File: src/fmbm_pkg.sv
package fmbm_pkg;

	localparam int MAX_PATTERN_DEF = 8;
	localparam int PAT_W           = 64;
	localparam int PLEN_W          = 4;
	localparam int PAT_IDX_W       = 3;
	localparam int CFG_IDX_W       = 1;
	localparam logic [7:0] MASK_CHAR = 8'h2A;

	localparam logic [CFG_IDX_W-1:0] REG_PATTERN_BYTES  = 1'd0;
	localparam logic [CFG_IDX_W-1:0] REG_PATTERN_LENGTH = 1'd1;

	typedef struct packed {
		logic [7:0] in_byte;
		logic       in_last;
	} in_beat_t;

	typedef struct packed {
		logic [7:0] out_byte;
		logic       out_last;
	} out_beat_t;

endpackage

File: src/fmbm_match.sv
// Inserts the new byte behind the held bytes, compares the newest len bytes
// with the pattern and masks them on the first hit of the current text.
module fmbm_match import fmbm_pkg::*; #(
	parameter int MAX_PATTERN = MAX_PATTERN_DEF,
	parameter int LEN_W       = $clog2(MAX_PATTERN + 1),
	parameter int IDX_W       = (MAX_PATTERN > 1) ? $clog2(MAX_PATTERN) : 1
) (
	input  logic [MAX_PATTERN-1:0][7:0] window,
	input  logic [LEN_W-1:0]            fill,
	input  logic [LEN_W-1:0]            fill_new,
	input  logic [7:0]                  new_byte,
	input  logic [PAT_W-1:0]            pattern,
	input  logic [LEN_W-1:0]            len,
	input  logic                        match_done,
	output logic [MAX_PATTERN-1:0][7:0] masked,
	output logic                        hit
);

	logic [MAX_PATTERN-1:0][7:0] ins;
	logic [MAX_PATTERN-1:0]      in_rng;
	logic [MAX_PATTERN-1:0]      eq;
	logic [LEN_W-1:0]            base;

	assign base = fill_new - len;

	always_comb begin
		logic [LEN_W-1:0]     pos;
		logic [PAT_IDX_W-1:0] pidx;
		ins = window;
		ins[fill[IDX_W-1:0]] = new_byte;
		for (int j = 0; j < MAX_PATTERN; j++) begin
			pos       = LEN_W'(j);
			pidx      = PAT_IDX_W'(pos - base);
			in_rng[j] = (pos >= base) && (pos < fill_new);
			eq[j]     = !in_rng[j] || (ins[j] == pattern[8*pidx +: 8]);
		end
		hit = (len != '0) && !match_done && (fill_new >= len) && (&eq);
		for (int j = 0; j < MAX_PATTERN; j++) begin
			masked[j] = (hit && in_rng[j]) ? MASK_CHAR : ins[j];
		end
	end

endmodule

File: src/fmbm_outq.sv
// Two-entry output queue; the head drives the output port, so the block can
// take another beat while the head is stalled.
module fmbm_outq import fmbm_pkg::*; (
	input  logic      clk,
	input  logic      arst_n,
	input  logic      push,
	input  out_beat_t push_data,
	input  logic      pop,
	output logic      head_valid,
	output out_beat_t head_data,
	output logic      full
);

	out_beat_t  slot0_q;
	out_beat_t  slot1_q;
	logic [1:0] cnt_q;

	assign head_valid = (cnt_q != 2'd0);
	assign head_data  = slot0_q;
	assign full       = (cnt_q == 2'd2);

	always_ff @(posedge clk or negedge arst_n) begin
		if (!arst_n) begin
			cnt_q <= 2'd0;
		end else begin
			cnt_q <= cnt_q + {1'b0, push} - {1'b0, pop};
		end
	end

	always_ff @(posedge clk) begin
		if (push && pop) begin
			if (cnt_q == 2'd2) begin
				slot0_q <= slot1_q;
				slot1_q <= push_data;
			end else begin
				slot0_q <= push_data;
			end
		end else if (push) begin
			if (cnt_q == 2'd0) begin
				slot0_q <= push_data;
			end else begin
				slot1_q <= push_data;
			end
		end else if (pop) begin
			slot0_q <= slot1_q;
		end
	end

endmodule

File: src/first_match_byte_masker.sv
// A byte that leaves on its own input beat is registered into the output queue on accept.
// Throughput: one input beat per cycle while the output queue is not full and each beat
// releases at most one byte. A beat that releases k bytes (the final beat, or one after a
// length change) stalls input; the window sends one byte per cycle into a non-full queue.
// Reset clears the window fill, the match flag, the output queue and both
// configuration registers; the window bytes themselves are not cleared.
module first_match_byte_masker import fmbm_pkg::*; #(
	parameter int MAX_PATTERN = MAX_PATTERN_DEF
) (
	input  logic                 clk,
	input  logic                 arst_n,
	input  logic                 cfg_we,
	input  logic [CFG_IDX_W-1:0] cfg_index,
	input  logic [PAT_W-1:0]     cfg_data,
	input  logic                 in_valid,
	output logic                 in_stall,
	input  in_beat_t             in_data,
	output logic                 out_valid,
	input  logic                 out_stall,
	output out_beat_t            out_data
);

	localparam int LEN_W = $clog2(MAX_PATTERN + 1);
	localparam int IDX_W = (MAX_PATTERN > 1) ? $clog2(MAX_PATTERN) : 1;

	logic [PAT_W-1:0]            pattern_q;
	logic [PLEN_W-1:0]           plen_q;
	logic [MAX_PATTERN-1:0][7:0] window_q;
	logic [LEN_W-1:0]            fill_q;
	logic [LEN_W-1:0]            pend_q;
	logic                        last_pend_q;
	logic                        match_q;

	logic [LEN_W-1:0]            len;
	logic [LEN_W-1:0]            keep;
	logic [LEN_W-1:0]            fill_new;
	logic [LEN_W-1:0]            emit;
	logic [MAX_PATTERN-1:0][7:0] masked;
	logic [MAX_PATTERN-1:0][7:0] masked_sh;
	logic [MAX_PATTERN-1:0][7:0] window_sh;
	logic                        hit;
	logic                        accept;
	logic                        drain;
	logic                        q_full;
	logic                        q_push;
	logic                        q_pop;
	out_beat_t                   q_data;

	always_ff @(posedge clk or negedge arst_n) begin
		if (!arst_n) begin
			pattern_q <= '0;
			plen_q    <= '0;
		end else if (cfg_we) begin
			case (cfg_index)
				REG_PATTERN_BYTES:  pattern_q <= cfg_data;
				REG_PATTERN_LENGTH: plen_q    <= cfg_data[PLEN_W-1:0];
				default: ;
			endcase
		end
	end

	assign len      = (plen_q > PLEN_W'(MAX_PATTERN)) ? LEN_W'(MAX_PATTERN)
	                                                  : LEN_W'(plen_q);
	assign keep     = (len == '0) ? '0 : len - LEN_W'(1);
	assign fill_new = fill_q + LEN_W'(1);
	assign emit     = in_data.in_last ? fill_new
	                : ((fill_new > keep) ? fill_new - keep : '0);

	assign in_stall = (pend_q != '0) || q_full;
	assign accept   = in_valid && !in_stall;
	assign drain    = (pend_q != '0) && !q_full;

	fmbm_match #(
		.MAX_PATTERN(MAX_PATTERN),
		.LEN_W      (LEN_W),
		.IDX_W      (IDX_W)
	) u_match (
		.window    (window_q),
		.fill      (fill_q),
		.fill_new  (fill_new),
		.new_byte  (in_data.in_byte),
		.pattern   (pattern_q),
		.len       (len),
		.match_done(match_q),
		.masked    (masked),
		.hit       (hit)
	);

	// Removing the oldest byte moves every held byte down one place.
	always_comb begin
		window_sh = window_q;
		masked_sh = masked;
		for (int j = 0; j < MAX_PATTERN - 1; j++) begin
			window_sh[j] = window_q[j+1];
			masked_sh[j] = masked[j+1];
		end
	end

	always_comb begin
		q_push = 1'b0;
		q_data = '{out_byte: masked[0],
		           out_last: in_data.in_last && (emit == LEN_W'(1))};
		if (drain) begin
			q_push = 1'b1;
			q_data = '{out_byte: window_q[0],
			           out_last: last_pend_q && (pend_q == LEN_W'(1))};
		end else if (accept && (emit != '0)) begin
			q_push = 1'b1;
		end
	end

	always_ff @(posedge clk or negedge arst_n) begin
		if (!arst_n) begin
			fill_q      <= '0;
			pend_q      <= '0;
			last_pend_q <= 1'b0;
			match_q     <= 1'b0;
		end else if (drain) begin
			fill_q <= fill_q - LEN_W'(1);
			pend_q <= pend_q - LEN_W'(1);
		end else if (accept) begin
			match_q     <= in_data.in_last ? 1'b0 : (match_q || hit);
			last_pend_q <= in_data.in_last;
			if (emit != '0) begin
				fill_q <= fill_new - LEN_W'(1);
				pend_q <= emit - LEN_W'(1);
			end else begin
				fill_q <= fill_new;
				pend_q <= '0;
			end
		end
	end

	always_ff @(posedge clk) begin
		if (drain) begin
			window_q <= window_sh;
		end else if (accept) begin
			window_q <= (emit != '0) ? masked_sh : masked;
		end
	end

	assign q_pop = out_valid && !out_stall;

	fmbm_outq u_outq (
		.clk       (clk),
		.arst_n    (arst_n),
		.push      (q_push),
		.push_data (q_data),
		.pop       (q_pop),
		.head_valid(out_valid),
		.head_data (out_data),
		.full      (q_full)
	);

endmodule

File: config.mk
export PLATFORM = sky130hd
export DESIGN_NAME = first_match_byte_masker
export DESIGN_NICKNAME = d
export VERILOG_FILES = /design/src/fmbm_pkg.sv /design/src/fmbm_match.sv /design/src/fmbm_outq.sv /design/src/first_match_byte_masker.sv
export SDC_FILE = /design/constraint.sdc
export NUM_CORES = 1
export LEC_CHECK = 0
export BUFFER_PORTS_ARGS = -buffer_cell sky130_fd_sc_hd__clkbuf_2
export CORE_MARGIN = 4
export CORE_UTILIZATION = 50
export CTS_BUF_LIST = sky130_fd_sc_hd__clkbuf_16
export CTS_CLUSTER_DIAMETER = 30
export DETAILED_ROUTE_END_ITERATION = 12
export GPL_ROUTABILITY_DRIVEN = 1
export PLACE_DENSITY = 0.68
export REMOVE_ABC_BUFFERS = 1
export SLEW_MARGIN = 20
export SYNTH_ARGS = -nofsm -noshare
export SYNTH_HDL_FRONTEND = slang
export SYNTH_HIERARCHICAL = 1
export SYNTH_SLANG_ARGS = --single-unit
File: constraint.sdc
create_clock -name clk -period 7.5 [get_ports clk]
set_clock_uncertainty 0.2 [all_clocks]
set_input_delay 0.75 -clock clk [delete_from_list [all_inputs] [get_ports clk]]
set_output_delay 0.75 -clock clk [all_outputs]
set_load 0.1 [all_outputs]
# Word-level counts from Yosys, hierarchy flattened
# Index checks and enable logic that the tools add are counted.
# word_totals
ff_bits,162
in_bits,79
out_inout_bits,11
word_cells,183
# op_classes
add_sub_neg,18
n_lt_le_gt_ge,21
n_eq_ne,14
shifts,8
mux,37
bitwise_logic,2
n_reduce_logical,64
# op_table
cell,count
64-bit by 7-bit variable part select with 8-bit output,8
56-bit 2-to-1 mux,3
9-bit 2-to-1 mux,10
8-bit 2-to-1 mux,9
64-bit bitwise mux,1
8-bit == test,8
4-bit 2-to-1 mux,10
1-bit logical AND,27
8-bit demux with 3-bit select,1
"4-bit by 1-bit subtractor with 4-bit output, second input constant",5
"3-bit by 4-bit greater-or-equal comparator with 1-bit output, first input constant",4
"3-bit by 4-bit less-than comparator with 1-bit output, first input constant",4
1-bit logical NOT,12
4-bit nonzero test,3
"3-bit subtractor, first input constant",4
1-bit logical OR,10
"4-bit by 1-bit == test with 1-bit output, second input constant",2
"1-bit by 4-bit greater-or-equal comparator with 1-bit output, first input constant",2
"2-bit by 4-bit greater-or-equal comparator with 1-bit output, first input constant",2
"1-bit by 4-bit less-than comparator with 1-bit output, first input constant",2
"2-bit by 4-bit less-than comparator with 1-bit output, first input constant",2
2-bit AND reduction,4
8-bit AND reduction,1
4-bit subtractor,2
21 further kinds,28

# Logic depth before layout (Yosys ltp)
# Gate-level depths: netlist of the first run.
# logic_depth
depth_word,15
mapped_depth,27

# By module
# The synthesis of the first run kept the hierarchy.
# by_module_without_submodules
module,instances,cells_each,area_per_inst_um2
first_match_byte_masker,1,577,6849.1
fmbm_match,1,558,5627.9
fmbm_outq,1,75,996.0

# Worst setup path after synthesis of the first run
# OpenSTA, ideal clock, no wires.
# synth_path
kind,register to register
start,register fill_q[0]
end,"register u_outq.slot0_q, in the netlist u_outq/head_data[1], data pin"
arrival_time_ns,6.006
required_time_ns,7.038
slack_ns,1.032
stages_incl_launch_ff,26
path_buffers,6
synth_period_minus_slack_ns,6.468
path_cell_list,dfrtp_1 -> inv_1 -> ha_1 -> inv_1 -> fa_1 -> buf_2 -> buf_2 -> buf_2 -> buf_2 -> inv_1 -> ha_1 -> clkbuf_1 -> clkinv_1 -> xnor2_1 -> mux4_2 -> xnor2_1 -> nand4_1 -> o41ai_1 -> nand4_4 -> inv_2 -> buf_4 -> a21oi_1 -> nand2_1 -> nand2_1 -> nand2_1 -> o211ai_2
# synth_rtl
item,line_no,text
start: declaration,first_match_byte_masker.sv:29,logic [LEN_W-1:0] fill_q;
start signal: assignment,first_match_byte_masker.sv:119,fill_q <= fill_q - LEN_W'(1);
start signal: assignment,first_match_byte_masker.sv:125,fill_q <= fill_new - LEN_W'(1);
start signal: assignment,first_match_byte_masker.sv:128,fill_q <= fill_new;
end signal: assignment,fmbm_outq.sv:33,slot0_q <= slot1_q;
end signal: assignment,fmbm_outq.sv:36,slot0_q <= push_data;
end signal: assignment,fmbm_outq.sv:40,slot0_q <= push_data;
end: declaration,fmbm_outq.sv:14,out_beat_t slot0_q;

==> results of run 1 <==
[synthesized netlist by cell type, types with 10 or more instances]
library cell  number  area (µm²)
xor2_1            27         236
nand3_1           14        70.1
nor4_1            11        68.8
inv_1             20        75.1
nor2b_1           15        93.8
buf_2             25         125
mux2_2            74         833
o211ai_1          10        75.1
o21ai_0           58         290
nor3_1            13        65.1
o21ai_1           23         115
dfrtp_1           80        2000
nor2_1            21        78.8
nand2_1          130         488
ha_1              19         238
mux2i_1          189        1890
xnor2_1           45         394
mux4_2            78        1760
edfxtp_1          82        2460
buf_1             20        75.1
nand2b_1          16         100
clkbuf_1          35         131
a21oi_1           49         245
[area by class of cell]
class	count	area [µm²]
tap	335	419
inverter	25	98.8
timing repair buffer	118	678
multi-input combinational	930	8500
fill	2260	11500
clock inverter	13	95.1
clock buffer	19	475
sequential	162	4460
[worst max path at each step]
stage / from / to / slack [ps]
2_1_floorplan: fill_q[0]$_DFFE_PN0P_ / window_q[48]$_DFFE_PP_ / -1490
6_report: fill_q[1]$_DFFE_PN0P_ / window_q[30]$_DFFE_PP_ / 690
3_5_place_dp: fill_q[1]$_DFFE_PN0P_ / window_q[30]$_DFFE_PP_ / 790
4_1_cts: fill_q[1]$_DFFE_PN0P_ / window_q[30]$_DFFE_PP_ / 740
5_1_grt: fill_q[1]$_DFFE_PN0P_ / window_q[30]$_DFFE_PP_ / 290
3_3_place_gp: fill_q[1]$_DFFE_PN0P_ / window_q[20]$_DFFE_PP_ / 890
[cells by family after synthesis]
kind of cell | after synthesis | synth area share
AOI/OAI and AO/OA | 208 | 0.0993
xor gates and xnor gates | 76 | 0.0540
adders and majority gates | 21 | 0.0206
buffers and inverters | 118 | 0.0417
DFF | 162 | 0.331
muxes | 350 | 0.349
other | 1 | 0.000278
and+or+nand+nor | 274 | 0.103
[state kept, by name, summed over array words and instances, names as in the netlist]
register,flops
pattern_q,64
window_q,64
u_outq/head_data,9
u_outq/slot1_q,9
fill_q,4
pend_q,4
plen_q,4
u_outq/cnt_q,2
last_pend_q,1
match_q,1
[metal layers]
| layer | vias to the layer above | global-route usage | wire (µm) |
|---|---|---|---|
| met5 | - | 0 | 0 |
| met4 | 0 | 0.0694 | 881 |
| met3 | 69 | 0.0332 | 2530 |
| met2 | 471 | 0.372 | 16400 |
| met1 | 5135 | 0.362 | 15900 |
| li1 | 4719 | - | - |
[placed cells by master (no fill, tap or decap), drive strengths merged, types with 6 or more instances in the layout]
| cell | netlist | final |
|---|---|---|
| nor3b | 6 | 6 |
| nor2 | 21 | 21 |
| buf | 58 | 30 |
| nand2b | 17 | 17 |
| clkbuf | 35 | 107 |
| mux2 | 75 | 75 |
| ha | 19 | 19 |
| a211oi | 7 | 7 |
| nand4 | 10 | 10 |
| mux4 | 86 | 86 |
| nor4 | 13 | 13 |
| inv | 23 | 32 |
| nor2b | 15 | 15 |
| nor3 | 14 | 14 |
| clkinv | 2 | 6 |
| edfxtp | 82 | 82 |
| a21oi | 50 | 50 |
| xnor2 | 47 | 47 |
| nand3 | 14 | 14 |
| o21ai | 81 | 81 |
| a31oi | 9 | 9 |
| nand2 | 130 | 130 |
| o211ai | 19 | 19 |
| xor2 | 28 | 28 |
| nand4b | 9 | 9 |
| dfrtp | 80 | 80 |
| mux2i | 189 | 189 |
[metrics by stage]
stage          instances  area, µm²  TNS [ps]
2_1_floorplan       1117      13000    -98370
3_3_place_gp        1570      14200         0
3_5_place_dp        1570      14200         0
4_1_cts             1602      14700         0
5_1_grt             1602      14700         0
6_report            1602      14700         0
==> flow_summary_export.csv, run 1 <==
group,metric,value,unit
outcome,status,"finished clean",
finish,post_route_cells_drive_above_1_share,0.266,
setup_path,cp.depth,19,
yosys,yosys_warnings,6,
clock_network,clkSinkCount,162,
yosys,synthArstFlopShare,0.494,
placement,hpwl,25800,µm
routing,vias,10400,
die,core_area,26300,µm²
yosys,synth-seq-area-share,0.331,
placement,io_buffers,89,
global_routing,grt_pass1_vias,9887,
sta,period_minus_slack,6810,ps
die,num_rows,59,
clock_network,cts_tree,"built",
setup_path,critPathCaptureType,"flop",
routing,dr.pass1.iters,7,
finish,nets,1354,
clock_network,htreeDepth,4,
routing,drt_wl_total,35700,µm
clock_network,insertion_delay,440,ps
clock_network,cts_setup_buffers,0,
finish,fin_util,0.561,
sta,relSlewSlack,0.276,
min_path,min_path_type,"in -> async",
die,start_util,0.513,
routing,vias_per_cell,6.49,
setup_path,worst-r2r-cell-count,19,
yosys,yosys_most_used_dff,"edfxtp_1",
setup_path,reg2reg_from,"fill_q[1]$_DFFE_PN0P_",
yosys,synth_edf_count,82,
die,fp.dieH,172,µm
setup_path,crit_arrival,6760,ps
routing,antenna_left,0,
routing,wire_per_inst,22.3,µm
global_routing,grt_start_max_net_pins,114,
setup_path,rr_endpoint,"window_q[30]$_DFFE_PP_",
yosys,synth_cell_types,82,
sta,maxSlewViolCount,0,
global_routing,antenna_found_initial,0,
sta,rsz0062_at_grt,"no",
routing,drtIter0Drc,1118,
placement,gp_congestion,0.985,
global_routing,grt.overflow.total,0,
finish,diodes,0,
yosys,netlist_area,13500,µm²
sta,fmax,0.147,GHz
setup_path,crit_path_cell_trace,"inv_1, ha_1, inv_1, fa_4, buf_12, ha_1, mux4_2, mux2i_1, xor2_1, nor4_1, nand2_1, a2111oi_0, and2_1, nand4_4, inv_2, buf_4, a21oi_1, mux2i_1, o21ai_0",
yosys,ys_ff_latch,162,
global_routing,grtUsageTotal,0.242,
sta,finalHoldViolCount,0,
clock_network,numCtsBuffers,17,
placement,dp_slack,791,ps
die,die_area,29600,µm²
sta,min_period_over_period,0.909,
setup_path,worstSetupPathType,"reg -> reg",
die,die_w,172,µm
setup_path,slowest_delay,840,ps
setup_path,reg2reg_slack,690,ps
clock_network,cts_hold_buf,0,
routing,drc,0,
sta,tightest_slew,1090,ps
setup_path,crit_slowest_cell,"fa_4",
sta,setup_slack,685,ps
setup_path,worstPathRequired,7450,ps
global_routing,grt_first_pass_wirelength,56500,µm
yosys,avgSynthCellArea,11.1,µm²
setup_path,cp_max_fo,69,
clock_network,clockBufferDepth,2,
sta,holdWs,20.0,ps
die,io_pins,90,
setup_path,cp-start-kind,"flop",
sta,setup_viol,0,
clock_network,cts_resized,0,
run,cap_violations,0,
setup_path,crit_family,"adder cells",
setup_path,cp_num_buf_inv,5,
clock_network,clock-root-buffer,"clkbuf_16",
clock_network,clkTransAtPathRegs,70,ps
yosys,synth_cells,1210,
finish,area_growth,9.33,%
Power of run 1 is left out: the tool's default activity adds up to more than one toggle a clock period on the data nets, which glitch-free logic cannot reach.
==> run 2: changes to the inputs <==
--- a/config.mk
+++ b/config.mk
@@ -12,6 +12,7 @@
 export CTS_CLUSTER_DIAMETER = 30
 export DETAILED_ROUTE_END_ITERATION = 12
 export GPL_ROUTABILITY_DRIVEN = 1
+export MAX_ROUTING_LAYER = met4
 export PLACE_DENSITY = 0.68
 export REMOVE_ABC_BUFFERS = 1
 export SLEW_MARGIN = 20
==> run 2 against run 1 <==
  * Non-clock buffer count is 1 higher
  * Via count is 0.36% lower
  * Register-to-register slack hardly changed
  * Core utilization hardly changed
  * Worst hold slack got worse by 1.8 ps
  * Routed wire length grew 1.6%
  * Critical endpoint is now window_q[18]$_DFFE_PP_
  * Highest routed layer unchanged
==> flow_summary_export.csv, run 2 (same netlist as run 1, synthesis figures left out) <==
group,metric,value,unit
outcome,status,"finished clean",
finish,layout_common_cells,"189 x mux2i_1, 130 x nand2_1, 88 x clkbuf_2",
placement,io_buffers,89,
setup_path,crit_path_cell_trace,"inv_1, ha_1, inv_1, fa_4, ha_1, mux4_2, mux2i_1, xor2_1, nor4_1, nand2_1, a2111oi_0, and2_1, nand4_4, inv_2, buf_4, a21oi_1, mux2i_1, o21ai_0",
die,fp.dieH,172,µm
finish,seq_area,4460,µm²
clock_network,cts_hold_buf,0,
clock_network,clockBufferDepth,2,
clock_network,insertion_delay,440,ps
clock_network,cts_setup_buffers,0,
finish,area_growth,9.29,%
routing,vias_per_cell,6.46,
routing,dr.pass1.iters,5,
setup_path,cp-start-kind,"flop",
sta,holdWs,18.2,ps
finish,nets,1355,
setup_path,critPathCaptureType,"flop",
run,cap_violations,0,
finish,fillers,2244,
clock_network,cts_tree,"built",
placement,gp_congestion,1.05,
die,die_area,29600,µm²
min_path,min_path_type,"in -> async",
sta,relSlewSlack,0.279,
global_routing,grtUsageTotal,0.254,
setup_path,crit_family,"adder cells",
global_routing,grt.overflow.total,0,
global_routing,antenna_found_initial,0,
die,num_rows,59,
setup_path,cp_num_buf_inv,4,
clock_network,cts_resized,0,
die,start_util,0.513,
finish,top_regs,"pattern_q (64), window_q (64)",
setup_path,cp_max_fo,33,
placement,placed_cell_area,14200,µm²
sta,period_minus_slack,6800,ps
setup_path,crit_slowest_cell,"fa_4",
sta,setup_viol,0,
sta,min_period_over_period,0.907,
routing,drtIter0Drc,1127,
finish,post_route_cells_drive_above_1_share,0.267,
sta,finalHoldViolCount,0,
routing,antenna_left,0,
sta,fmax,0.147,GHz
clock_network,clkSinkCount,162,
setup_path,crit_arrival,6760,ps
clock_network,clock-root-buffer,"clkbuf_16",
die,die_w,172,µm
setup_path,worstSetupPathType,"reg -> reg",
global_routing,grt_first_pass_wirelength,56900,µm
clock_network,clkTransAtPathRegs,70,ps
die,core_area,26300,µm²
setup_path,worstPathRequired,7450,ps
sta,maxSlewViolCount,0,
routing,drt_wl_total,36200,µm
die,io_pins,90,
finish,fin_util,0.560,
setup_path,slowest_delay,980,ps
clock_network,numCtsBuffers,17,
finish,diodes,0,
finish,design_area,14700,µm²
global_routing,grt_pass1_vias,9870,
routing,vias,10400,
routing,drc,0,
finish,final_common_cell,"mux2i_1",
clock_network,htreeDepth,4,
routing,wire_per_inst,22.6,µm
sta,tightest_slew,1070,ps
placement,hpwl,26400,µm
sta,rsz0062_at_grt,"no",
finish,multi_input_area,8500,µm²
global_routing,grt_start_max_net_pins,121,
run 2: final cells by class:
cell class	count	area share
Clock buffer	18	0.0306
Clock inverter	14	0.00697
Inverter	25	0.00671
Multi-Input combinational cell	930	0.577
Sequential cell	162	0.303
Tap cell	335	0.0285
Timing Repair Buffer	119	0.0468
run 2: routing by layer:
layer | GRT usage | wire, µm | vias to the layer above | part of all wire
li1 | - | - | 4722 | -
met1 | 0.364 | 16100 | 5136 | 0.44
met2 | 0.390 | 17000 | 455 | 0.47
met3 | 0.0345 | 2550 | 44 | 0.070
met4 | 0.0540 | 567 | 0 | 0.016
met5 | - | 0 | - | 0
run 2: worst paths after layout:
check                                         from                   endpoint  slack (ps)  cells after the start
max reg2reg                  fill_q[1]$_DFFE_PN0P_     window_q[18]$_DFFE_PP_         700                     18
min                                         arst_n  u_outq/cnt_q[0]$_DFF_PN0_          20                      1
min reg2reg                last_pend_q$_DFFE_PN0P_    last_pend_q$_DFFE_PN0P_         290                      2
min in group clk           last_pend_q$_DFFE_PN0P_    last_pend_q$_DFFE_PN0P_         290                      2
max in group asynchronous                   arst_n  pattern_q[33]$_DFFE_PN0P_        5960                      2
max                          fill_q[1]$_DFFE_PN0P_     window_q[18]$_DFFE_PP_         700                     18
run 2: stage by stage:
step / instances / setup TNS (ps) / setup slack, ps
3_5_place_dp: 1571 / 0 / 865
3_3_place_gp: 1571 / 0 / 928
5_1_grt: 1603 / 0 / 274
6_report: 1603 / 0 / 699
4_1_cts: 1603 / 0 / 799
2_1_floorplan: 1117 / -98370 / -1490
run 2: worst register-to-register path, delay by kind of cell (launching register included):
kind	cells	cell delay, ps
AO/OA/AOI/OAI	3	710
multiplexers	3	860
buffers and inverters	4	970
flip-flops	1	620
adder cells (fa/ha/maj)	3	2190
XOR/XNOR	1	160
AND/OR/NAND/NOR	4	800
Power of run 2 is left out for the same reason.
